## config.mk

```make
export PLATFORM = sky130hd
export DESIGN_NAME = max_heap_priority_queue_top
export DESIGN_NICKNAME = d
export VERILOG_FILES = /design/src/sv/hpq_pkg.sv /design/src/sv/hpq_core.sv /design/src/sv/max_heap_priority_queue_top.sv
export SDC_FILE = /design/constraint.sdc
export NUM_CORES = 1
export LEC_CHECK = 0
export BUFFER_PORTS_ARGS = -buffer_cell sky130_fd_sc_hd__buf_2
export CORE_MARGIN = 2
export CORE_UTILIZATION = 40
export CTS_CLUSTER_DIAMETER = 120
export CTS_CLUSTER_SIZE = 20
export DETAILED_ROUTE_END_ITERATION = 7
export PLACE_DENSITY = 0.54
export SLEW_MARGIN = 10
export SYNTH_ARGS = -nofsm -noshare
export SYNTH_HDL_FRONTEND = slang
export SYNTH_SLANG_ARGS = --single-unit
```

## constraint.sdc

```tcl
create_clock -name clk -period 11.05 [get_ports clk]
set_input_delay 1.105 -clock clk [delete_from_list [all_inputs] [get_ports clk]]
set_output_delay 1.105 -clock clk [all_outputs]
set_load 0.02 [all_outputs]
```

## src/sv/hpq_pkg.sv

```systemverilog
// Shared constants, codes and types for the max-heap priority queue.
package hpq_pkg;

  // Storage geometry
  localparam int CAPACITY  = 32;
  localparam int KEY_WIDTH = 16;
  localparam int ADDR_W    = $clog2(CAPACITY);
  localparam int CNT_W     = $clog2(CAPACITY + 1);
  // Child index may reach 2*CAPACITY, one bit more than a count
  localparam int CIDX_W    = ADDR_W + 2;

  // Stream widths, tdata padded to whole bytes
  localparam int IN_TDATA_W  = ((KEY_WIDTH + 7) / 8) * 8;
  localparam int OUT_TDATA_W = ((KEY_WIDTH + CNT_W + 7) / 8) * 8;
  localparam int STAT_W      = 2;

  // Operation codes
  localparam logic OP_INSERT  = 1'b0;
  localparam logic OP_EXTRACT = 1'b1;

  // Status codes
  localparam logic [STAT_W-1:0] ST_OK    = 2'd0;
  localparam logic [STAT_W-1:0] ST_FULL  = 2'd1;
  localparam logic [STAT_W-1:0] ST_EMPTY = 2'd2;

  // Result handed from the sift engine to the output stage
  typedef struct packed {
    logic [KEY_WIDTH-1:0] key;
    logic [STAT_W-1:0]    status;
    logic [CNT_W-1:0]     count;
  } res_t;

endpackage

```

## src/sv/hpq_core.sv

```systemverilog
// Heap store and sift sequencer: one compare/move step per cycle.
module hpq_core (
  input  logic                            clk,
  input  logic                            rst_n,
  input  logic                            op_valid,
  output logic                            op_ready,
  input  logic                            op,
  input  logic [hpq_pkg::KEY_WIDTH-1:0]   key_in,
  output logic                            res_valid,
  input  logic                            res_ready,
  output hpq_pkg::res_t                   res
);

  typedef enum logic [5:0] {
    S_IDLE = 6'b000001,
    S_UP   = 6'b000010,
    S_EXLD = 6'b000100,
    S_DN   = 6'b001000,
    S_PUT  = 6'b010000,
    S_FIN  = 6'b100000
  } state_t;

  localparam int AW = hpq_pkg::ADDR_W;
  localparam int KW = hpq_pkg::KEY_WIDTH;
  localparam int CW = hpq_pkg::CNT_W;
  localparam int XW = hpq_pkg::CIDX_W;

  state_t                       state_r, state_nxt;
  logic [AW-1:0]                pos_r, pos_nxt;
  logic [KW-1:0]                key_r, key_nxt;
  logic [CW-1:0]                cnt_r, cnt_nxt;
  logic [KW-1:0]                kout_r, kout_nxt;
  logic [hpq_pkg::STAT_W-1:0]   stat_r, stat_nxt;

  // Heap store: one write port, two registered read ports
  logic [KW-1:0] mem [hpq_pkg::CAPACITY];
  logic          we;
  logic [AW-1:0] waddr, raddr0, raddr1;
  logic [KW-1:0] wdata, rdata0, rdata1;

  always_ff @(posedge clk) begin
    if (we) begin
      mem[waddr] <= wdata;
    end
    rdata0 <= mem[raddr0];
    rdata1 <= mem[raddr1];
  end

  function automatic logic [AW-1:0] parent_of(input logic [AW-1:0] p);
    logic [AW-1:0] d;
    d = p - AW'(1);
    return d >> 1;
  endfunction

  // Sift-down candidates at the hole position
  logic [XW-1:0] lc, rc, n_ext, best_idx, best_lc;
  logic [KW-1:0] best_val;
  logic          best_is_pos;
  logic [AW-1:0] par, par_par;

  always_comb begin
    par      = parent_of(pos_r);
    par_par  = parent_of(par);
    lc       = XW'({pos_r, 1'b1});
    rc       = lc + XW'(1);
    n_ext    = XW'(cnt_r);
    best_idx = XW'(pos_r);
    best_val = key_r;
    best_is_pos = 1'b1;
    // left wins ties, the moving key wins ties over both children
    if (rdata0 > key_r) begin
      best_idx    = lc;
      best_val    = rdata0;
      best_is_pos = 1'b0;
    end
    if ((rc < n_ext) && (rdata1 > best_val)) begin
      best_idx    = rc;
      best_val    = rdata1;
      best_is_pos = 1'b0;
    end
    best_lc = XW'({best_idx[AW-1:0], 1'b1});
  end

  // Sequencer
  always_comb begin
    state_nxt = state_r;
    pos_nxt   = pos_r;
    key_nxt   = key_r;
    cnt_nxt   = cnt_r;
    kout_nxt  = kout_r;
    stat_nxt  = stat_r;
    we        = 1'b0;
    waddr     = pos_r;
    wdata     = key_r;
    raddr0    = '0;
    raddr1    = '0;
    op_ready  = 1'b0;
    res_valid = 1'b0;
    unique case (state_r)
      S_IDLE: begin
        op_ready = 1'b1;
        if (op_valid) begin
          key_nxt  = key_in;
          kout_nxt = '0;
          stat_nxt = hpq_pkg::ST_OK;
          if (op == hpq_pkg::OP_INSERT) begin
            if (cnt_r == CW'(hpq_pkg::CAPACITY)) begin
              stat_nxt  = hpq_pkg::ST_FULL;
              state_nxt = S_FIN;
            end else begin
              pos_nxt = cnt_r[AW-1:0];
              cnt_nxt = cnt_r + CW'(1);
              if (cnt_r == '0) begin
                we        = 1'b1;
                waddr     = '0;
                wdata     = key_in;
                state_nxt = S_FIN;
              end else begin
                raddr0    = parent_of(cnt_r[AW-1:0]);
                state_nxt = S_UP;
              end
            end
          end else begin
            if (cnt_r == '0) begin
              stat_nxt  = hpq_pkg::ST_EMPTY;
              state_nxt = S_FIN;
            end else begin
              raddr0    = '0;
              raddr1    = AW'(cnt_r - CW'(1));
              cnt_nxt   = cnt_r - CW'(1);
              state_nxt = S_EXLD;
            end
          end
        end
      end
      // Insert: move a smaller parent down into the hole
      S_UP: begin
        we = 1'b1;
        if (rdata0 < key_r) begin
          wdata   = rdata0;
          pos_nxt = par;
          if (par == '0) begin
            state_nxt = S_PUT;
          end else begin
            raddr0 = par_par;
          end
        end else begin
          state_nxt = S_FIN;
        end
      end
      // Extract: root leaves, last entry becomes the moving key
      S_EXLD: begin
        kout_nxt = rdata0;
        key_nxt  = rdata1;
        pos_nxt  = '0;
        if (cnt_r == '0) begin
          state_nxt = S_FIN;
        end else if (cnt_r == CW'(1)) begin
          we        = 1'b1;
          waddr     = '0;
          wdata     = rdata1;
          state_nxt = S_FIN;
        end else begin
          raddr0    = AW'(1);
          raddr1    = AW'(2);
          state_nxt = S_DN;
        end
      end
      // Extract: pull the larger child up into the hole
      S_DN: begin
        we = 1'b1;
        if (best_is_pos) begin
          state_nxt = S_FIN;
        end else begin
          wdata   = best_val;
          pos_nxt = best_idx[AW-1:0];
          if (best_lc >= n_ext) begin
            state_nxt = S_PUT;
          end else begin
            raddr0 = best_lc[AW-1:0];
            raddr1 = AW'(best_lc + XW'(1));
          end
        end
      end
      S_PUT: begin
        we        = 1'b1;
        state_nxt = S_FIN;
      end
      S_FIN: begin
        res_valid = 1'b1;
        if (res_ready) begin
          state_nxt = S_IDLE;
        end
      end
      default: begin
        state_nxt = S_IDLE;
      end
    endcase
  end

  always_ff @(posedge clk) begin
    if (!rst_n) begin
      state_r <= S_IDLE;
      cnt_r   <= '0;
    end else begin
      state_r <= state_nxt;
      cnt_r   <= cnt_nxt;
    end
  end

  always_ff @(posedge clk) begin
    pos_r  <= pos_nxt;
    key_r  <= key_nxt;
    kout_r <= kout_nxt;
    stat_r <= stat_nxt;
  end

  assign res.key    = kout_r;
  assign res.status = stat_r;
  assign res.count  = cnt_r;

endmodule

```

## src/sv/max_heap_priority_queue_top.sv

```systemverilog
// Top level of the max-heap priority queue: stream ports and output register.
//
// Input channel (in_*): in_tuser is the operation (0 insert, 1 extract the
// maximum), in_tdata carries the key to insert. A transaction is taken when
// in_tvalid and in_tready are both high.
// Result channel (out_*): one transaction per input transaction, in order.
// out_tdata holds the extracted key (zero unless an extract succeeded) and
// the key count after the operation; out_tuser holds the status (0 ok,
// 1 insert refused because full, 2 extract refused because empty).
// Timing: one item is worked at a time by a sift sequencer that does one
// compare and one store move per cycle over a two-read, one-write heap RAM.
// The key moves at most 5 levels on an insert and at most 4 on an extract,
// since at most 31 keys stay. in_tready is high only while the sequencer idles.
// A finished result sits in the output register, so the next input may be
// accepted while it waits; a second result waits in the sequencer until the
// register frees. Reset (rst_n low, synchronous) empties the heap and drops
// any pending result; the heap RAM itself is not cleared.
module max_heap_priority_queue_top (
  input  logic                               clk,
  input  logic                               rst_n,
  input  logic                               in_tvalid,
  output logic                               in_tready,
  input  logic [hpq_pkg::IN_TDATA_W-1:0]     in_tdata,   // [15:0] key_in
  input  logic                               in_tuser,   // [0] op
  output logic                               out_tvalid,
  input  logic                               out_tready,
  output logic [hpq_pkg::OUT_TDATA_W-1:0]    out_tdata,  // [15:0] key_out, [21:16] count_out
  output logic [hpq_pkg::STAT_W-1:0]         out_tuser   // [1:0] status
);

  logic           res_valid, res_ready;
  hpq_pkg::res_t  res;
  logic           out_tvalid_r, out_tvalid_nxt;
  hpq_pkg::res_t  out_res_r;

  hpq_core u_core (
    .clk       (clk),
    .rst_n     (rst_n),
    .op_valid  (in_tvalid),
    .op_ready  (in_tready),
    .op        (in_tuser),
    .key_in    (in_tdata[hpq_pkg::KEY_WIDTH-1:0]),
    .res_valid (res_valid),
    .res_ready (res_ready),
    .res       (res)
  );

  // Output register takes a result when empty or being drained
  assign res_ready = !out_tvalid_r || out_tready;

  always_comb begin
    out_tvalid_nxt = out_tvalid_r;
    if (res_valid && res_ready) begin
      out_tvalid_nxt = 1'b1;
    end else if (out_tready) begin
      out_tvalid_nxt = 1'b0;
    end
  end

  always_ff @(posedge clk) begin
    if (!rst_n) begin
      out_tvalid_r <= 1'b0;
    end else begin
      out_tvalid_r <= out_tvalid_nxt;
    end
  end

  always_ff @(posedge clk) begin
    if (res_valid && res_ready) begin
      out_res_r <= res;
    end
  end

  assign out_tvalid = out_tvalid_r;
  assign out_tdata  = hpq_pkg::OUT_TDATA_W'({out_res_r.count, out_res_r.key});
  assign out_tuser  = out_res_r.status;

endmodule

```

==> results.tsv, run 1 <==
metric	value	unit
DR iter-0 viols	3098	
worst stage delay on the critical path	0.99	ns
first-pass GRT wire length	147800	µm
met2 capacity usage during global routing	38.94	%
measured slew at the worst slew-check pin	1.180	ns
total negative setup slack	0	ns
critical path peak fanout	66	
H-tree levels	2	
Hold-fix buffers, CTS	0	
number of flops mapped to enable cells by yosys	575	
Setup Viol. Count Final	0	
internal power consumption	5.203	mW
met1 track demand over resource	37.55	%
instance area after placement	32340	µm²
arrival time reported for the critical path endpoint	9.72	ns
Critical Path Slowest Stage Cell	and3_4	
XOR/XNOR Fraction of Synth Area	0.3712	%
post-layout power	8.887	mW
total of flip-flops plus latches after synthesis	620	
PostCTS Resize Cnt	0	
post-route minimum period	9.248	ns
Worst-Skew Late Latency	0.60	ns
commonest cells after routing, fill and taps aside	754 x nand2_1, 575 x edfxtp_1, 290 x nand3_1	
hold crit path type	reg -> reg	
Power Density	265.8	nW/µm²
sequential fraction of design power	40.4	%
Post-Synth Simple-Gate Area	18.34	%
launching element of the worst setup path	u_core.key_r[7]	
Global Route met3 Usage	4.132	%
required time at the worst-slack endpoint	11.52	ns
pin count of the biggest net entering global routing	129	
cell count after synthesis	2701	
Final Hold Violating Endpoints	0	
mean number of vias per cell	6.190	
post-route clock period utilization	83.69	%
gp weighted congestion	0.9615	
most common cell after layout, fill and taps aside	nand2_1	
pre-CTS setup slack	1.947	ns
Worst Slack Setup Final	1.802	ns
Crit path top cell by count	ha_1	
worst clock skew	0.01703	ns
max-cap violation count	0	
detailed placer's ending HPWL	63580	µm
RSZ-0062 raised after global routing	no	
FF-to-FF path depth	27	
relative contribution of the clock network to total power	16.3	%
kind of critical path	reg -> reg	
clk slew on worst S/H paths	0.09	ns
first-pass detailed-route iteration total	6	
Max IR drop VDD	0.1984	mV
CTS buffer count	36	
number of distinct library cells after synthesis	76	
mux cell area share after synthesis	9.187	%
number of instances on the worst hold path	0	
antenna violations before repair	1	
net count reported at finish	2747	
net switching power	3.684	mW
Comb pwr share	43.4	%
Critical Path Sink Type	flip-flop	
area of combinational cells with multiple inputs	11880	µm²
total routed wirelength	102000	µm
number of buffers on the longest clock path	3	
overall die width	280.9	µm
sink count of the clock tree	620	
combined flip-flop and latch cell area	18170	µm²
area of the core	75950	µm²
worst-case hold slack	0.4214	ns
fill cell total of the finished layout	6982	
Congestion Overflow GR	0	
row cnt	101	
layout overhead on the synthesized area	8.995	%
Switching Fraction	41.45	%
per-cell routed wire length	27.30	µm
most utilized layer in the global route result	met2	
compound-gate portion of the synthesized area	7.894	%
R2R Path Start	u_core.key_r[7]	
number of buffers inserted by post-CTS setup repair	0	
layout cells sized above 1	12.24	%
achievable clock frequency	0.1081	GHz
quantity of I/O buffers inserted on ports	46	
combined area of all synthesized cells	30670	µm²
normalized max-slew margin	21.18	%
final non-filler cell area	33430	µm²
Pleak	11.62	nW
Final Max Tran Viols	0	
Die Outline Area	78910	µm²
worst min-delay path startpoint	u_core.kout_r[10]	
CTS tree	done	
count of inserted antenna diode cells	0	
die height	280.9	µm
share of synthesized registers carrying an async set or reset	0	%
adder-cell area share of the yosys netlist	1.958	%
starting utilization of the core area	40.38	%
part of the Yosys area used for sequential elements	59.23	%
DRC errors left	0	
outcome	finished, final reports clean	
main combinational cell family by area after synthesis	simple AND/OR/NAND/NOR gates	
num ports	49	
buffer type at the clock tree root	clkbuf_16	
antenna-violating nets left	0	
mean post-synth cell area	11.36	µm²
global-route usage over all layers	25.54	%
via total after detailed routing	23120	
Synth warnings	0	
Critical Path Source Type	flip-flop	
via count of the first global-routing pass	21500	
most common flop cell mapped by yosys	edfxtp_1	
-- per-layer routing --
metal | share of wire (%) | vias to the layer above
li1 | - | 9984
met1 | 43 | 11690
met2 | 45 | 1296
met3 | 9.8 | 149
met4 | 2.9 | 2
met5 | 0.013 | -
-- registers in the layout (all words and copies together), names as in the netlist --
name and count:
u_core.stat_r 2, u_core.key_r 16, u_core.rdata0 16, u_core.cnt_r 6, u_core.rdata1 16, u_core.mem 512, u_core.kout_r 16, u_core.pos_r 5
out_tvalid 1, u_core.state_r 6, out_tdata 22, out_tuser 2
-- Yosys cell counts, drive strengths merged (34+ instances only) --
cell	number	area share [%]
a21oi	89	1.5
ha	48	2.0
edfxtp	575	56
inv	34	0.42
o21ai	46	0.75
a311oi	35	1.0
nor2	92	1.1
and3	42	0.86
dfxtp	45	2.9
nand2	756	9.3
a31oi	45	0.92
nand3	293	4.8
buf	89	1.4
mux4	96	7.0
clkbuf	94	1.2
mux2i	64	2.1
-- power by group through the flow --
stage	clock (mW)	sequential (mW)	combinational (mW)
2_1_floorplan	0	3.61	2.45
3_3_place_gp	0	3.63	3.75
3_5_place_dp	0	3.64	3.80
4_1_cts	1.47	3.59	3.81
5_1_grt	1.54	3.60	4.17
6_report	1.44	3.59	3.85
-- final cells by class --
class,count,area share (%)
sequential,620,54.35
multi-input combinational,1864,35.55
tap,1030,3.855
clock buffer,64,3.136
timing repair buffer,121,2.672
inverter,35,0.3930
clock inverter,1,0.04866
-- cell families after synthesis --
logic type,count (synthesis)
multiplexers,161
AND/OR/NAND/NOR,1289
other,1
adder cells (fa/ha/maj),48
buffers and inverters,218
flip-flops,620
AO/OA/AOI/OAI,351
XOR/XNOR,13
-- stage by stage --
| stage | utilization [%] | cells |
|---|---|---|
| global route | 44.02 | 3735 |
| finish | 44.02 | 3735 |
| detailed placement | 42.59 | 3670 |
| CTS | 43.99 | 3735 |
| floorplan | - | 2702 |
| global placement | 42.58 | 3670 |
-- critical path, delay by kind of cell, from the launching register on --
family / cells / cell delay [ns]
flops: 1 / 0.39
fa+ha+maj: 3 / 0.82
buf+inv: 2 / 0.43
mux: 2 / 0.54
compound gates: 11 / 4.00
simple gates: 9 / 2.88
-- path summary, 6_finish.rpt --
check                     end  slack (ns)
max          u_core.rdata0[0]        1.80
min             out_tdata[10]        0.42
max reg2reg  u_core.rdata0[0]        1.80
min reg2reg     out_tdata[10]        0.42
(Power assumes the default switching activity.)
==> inputs of run 2 (changes only) <==
- PLACE_DENSITY: 0.54 -> 0.56
- clock period: 11.05 -> 7.7 ns (I/O delays scaled with it)
==> run 2 against run 1 <==
- fmax increased by 25%
- die area unchanged
- non-clock buffer count is 85 higher
- global-route usage is 0.14 points higher
- setup slack worse by 1.5 ns
- core utilization is 1.1 points higher
- critical path depth grew 2
- worst hold slack worse by 0.00092 ns
- total power is 49% higher
- final cell count is 2.3% higher
- sequential share of layout area fell by 1.4 points
==> results.tsv, run 2 (synthesis results as in run 1) <==
metric	value	unit	change
Critical Path Source Type	flip-flop		unchanged
normalized max-slew margin	15.28	%	was 21.18%
register ranked first by flip-flop count	u_core.mem		unchanged
mean number of vias per cell	6.066		was 6.190
Congestion Overflow GR	0		unchanged
hold crit path type	reg -> reg		unchanged
FF-to-FF path depth	29		was 27
achievable clock frequency	0.1350	GHz	was 0.1081 GHz
Max IR drop VDD	0.1790	mV	was 0.1984 mV
antenna violations before repair	7		was 1
H-tree levels	2		unchanged
post-route minimum period	7.408	ns	was 9.248 ns
layout overhead on the synthesized area	11.84	%	was 8.995%
sink count of the clock tree	620		unchanged
via total after detailed routing	23180		was 23,120
Critical Path Slowest Stage Cell	dfxtp_1		was and3_4
post-route clock period utilization	96.21	%	was 83.69%
area of the core	75950	µm²	unchanged
Crit path top cell by count	buf_4		was ha_1
Setup Viol. Count Final	0		unchanged
via count of the first global-routing pass	22120		was 21,500
max-cap violation count	0		unchanged
measured slew at the worst slew-check pin	1.269	ns	was 1.180 ns
Die Outline Area	78910	µm²	unchanged
layout cells sized above 1	15.34	%	was 12.24%
final core utilization	45.16	%	was 44.02%
buffer type at the clock tree root	clkbuf_16		unchanged
required time at the worst-slack endpoint	8.19	ns	was 11.52 ns
Final Max Tran Viols	0		unchanged
number of instances on the worst hold path	0		unchanged
Final Hold Violating Endpoints	0		unchanged
net count reported at finish	2834		was 2,747
Power Density	385.7	nW/µm²	was 265.8 nW/µm²
number of flip-flops in the largest register	512		unchanged
CTS buffer count	36		unchanged
commonest cells after routing, fill and taps aside	754 x nand2_1, 575 x edfxtp_1, 291 x nand3_1		was 754 x nand2_1, 575 x edfxtp_1, 290 x nand3_1
per-cell routed wire length	27.07	µm	was 27.30 µm
overall die width	280.9	µm	unchanged
most common cell after layout, fill and taps aside	nand2_1		unchanged
Hold-fix buffers, CTS	0		unchanged
setup slack of the most critical reg-to-reg path	0.29	ns	was 1.80 ns
first-pass detailed-route iteration total	6		unchanged
starting utilization of the core area	40.38	%	unchanged
number of non-filler instances in the completed layout	3821		was 3,735
placed cells	3738		was 3,670
gp weighted congestion	0.9290		was 0.9615
num ports	49		unchanged
Worst-Skew Late Latency	0.61	ns	was 0.60 ns
pin count of the biggest net entering global routing	66		was 129
Critical Path Sink Type	flip-flop		unchanged
number of buffers on the longest clock path	3		unchanged
arrival time reported for the critical path endpoint	7.89	ns	was 9.72 ns
detailed placer's ending HPWL	68600	µm	was 63,580 µm
worst clock skew	0.03192	ns	was 0.01703 ns
total routed wirelength	103400	µm	was 102,000 µm
clk slew on worst S/H paths	0.09	ns	about the same
total negative setup slack	0	ns	unchanged
row cnt	101		unchanged
DRC errors left	0		unchanged
RSZ-0062 raised after global routing	no		unchanged
outcome	finished, final reports clean		unchanged
post-layout power	13.23	mW	was 8.887 mW
DR iter-0 viols	2990		was 3,098
count of inserted antenna diode cells	0		unchanged
Pleak	12.13	nW	was 11.62 nW
global-route usage over all layers	25.68	%	was 25.54%
CTS tree	done		unchanged
worst-case hold slack	0.4205	ns	was 0.4214 ns
quantity of I/O buffers inserted on ports	46		unchanged
first-pass GRT wire length	149800	µm	was 147,800 µm
antenna-violating nets left	0		unchanged
worst stage delay on the critical path	0.61	ns	was 0.99 ns
kind of critical path	reg -> reg		unchanged
die height	280.9	µm	unchanged
critical path peak fanout	10		was 66
## run 2: cell types whose count changed in the layout (fill, tap and decap cells not counted), moves of 3 or more
cell and change:
buf_4 +69, buf_12 +11, nor2_4 -7, nor2_1 +5, a31oi_1 -4, a31oi_2 +4
dfxtp_1 -4, o21ai_0 -4, dfxtp_2 +3, o21ai_1 +3
## run 2: routing by layer
metal | track usage, % | up-vias | share of wire, %
li1 | - | 10150 | -
met1 | 36.17 | 11610 | 42
met2 | 41.20 | 1239 | 46
met3 | 4.290 | 173 | 8.8
met4 | 6.746 | 8 | 2.8
met5 | 0 | - | 0.057
## run 2: metrics by stage
stage                     worst slack, ns  cell area [µm²]
after floorplan                    0.6247            30670
after detailed placement         -0.05224            32920
after CTS                        0.006827            33960
after global placement           0.003376            32920
final                              0.2919            34300
after global routing             0.007606            34300
## run 2: path summary, 6_finish.rpt
kind,start,end
hold reg to reg,u_core.stat_r[1],out_tuser[1]
setup reg to reg,u_core.rdata0[8],u_core.rdata0[13]
setup / recovery,u_core.rdata0[8],u_core.rdata0[13]
hold / removal,u_core.stat_r[1],out_tuser[1]
## run 2: final cells by class
cell class | count | area [µm²]
fill | 6915 | 41650
tap | 1030 | 1289
sequential | 620 | 18170
timing repair buffer | 206 | 1734
clock buffer | 61 | 994.7
clock inverter | 3 | 47.55
inverter | 35 | 131.4
multi-input combinational | 1866 | 11930
## run 2: report_power, final
| part | total, mW | switching [mW] | internal [mW] | leakage (nW) |
|---|---|---|---|---|
| combinational | 5.94 | 4.02 | 1.92 | 6.04 |
| sequential | 5.26 | 0.328 | 4.93 | 5.60 |
| clock | 2.03 | 1.13 | 0.899 | 0.494 |
| total | 13.2 | 5.48 | 7.75 | 12.1 |
## run 2: worst max-delay path, delay by kind of cell (launching register included)
| family | cells | cell delay (ns) |
|---|---|---|
| DFF | 1 | 0.61 |
| adders and majority gates | 3 | 0.92 |
| AOI/OAI and AO/OA | 11 | 2.73 |
| muxes | 1 | 0.15 |
| buffers and inverters | 5 | 0.80 |
| and+or+nand+nor | 9 | 2.05 |
## run 2: repair_timing
action / 4_1_cts / 5_1_grt
setup endpoints to repair: 3 / 31
gates resized for setup: 1 / 30
setup buffers: 0 / 16
pin swaps: 1 / 5
cloned: 0 / 3
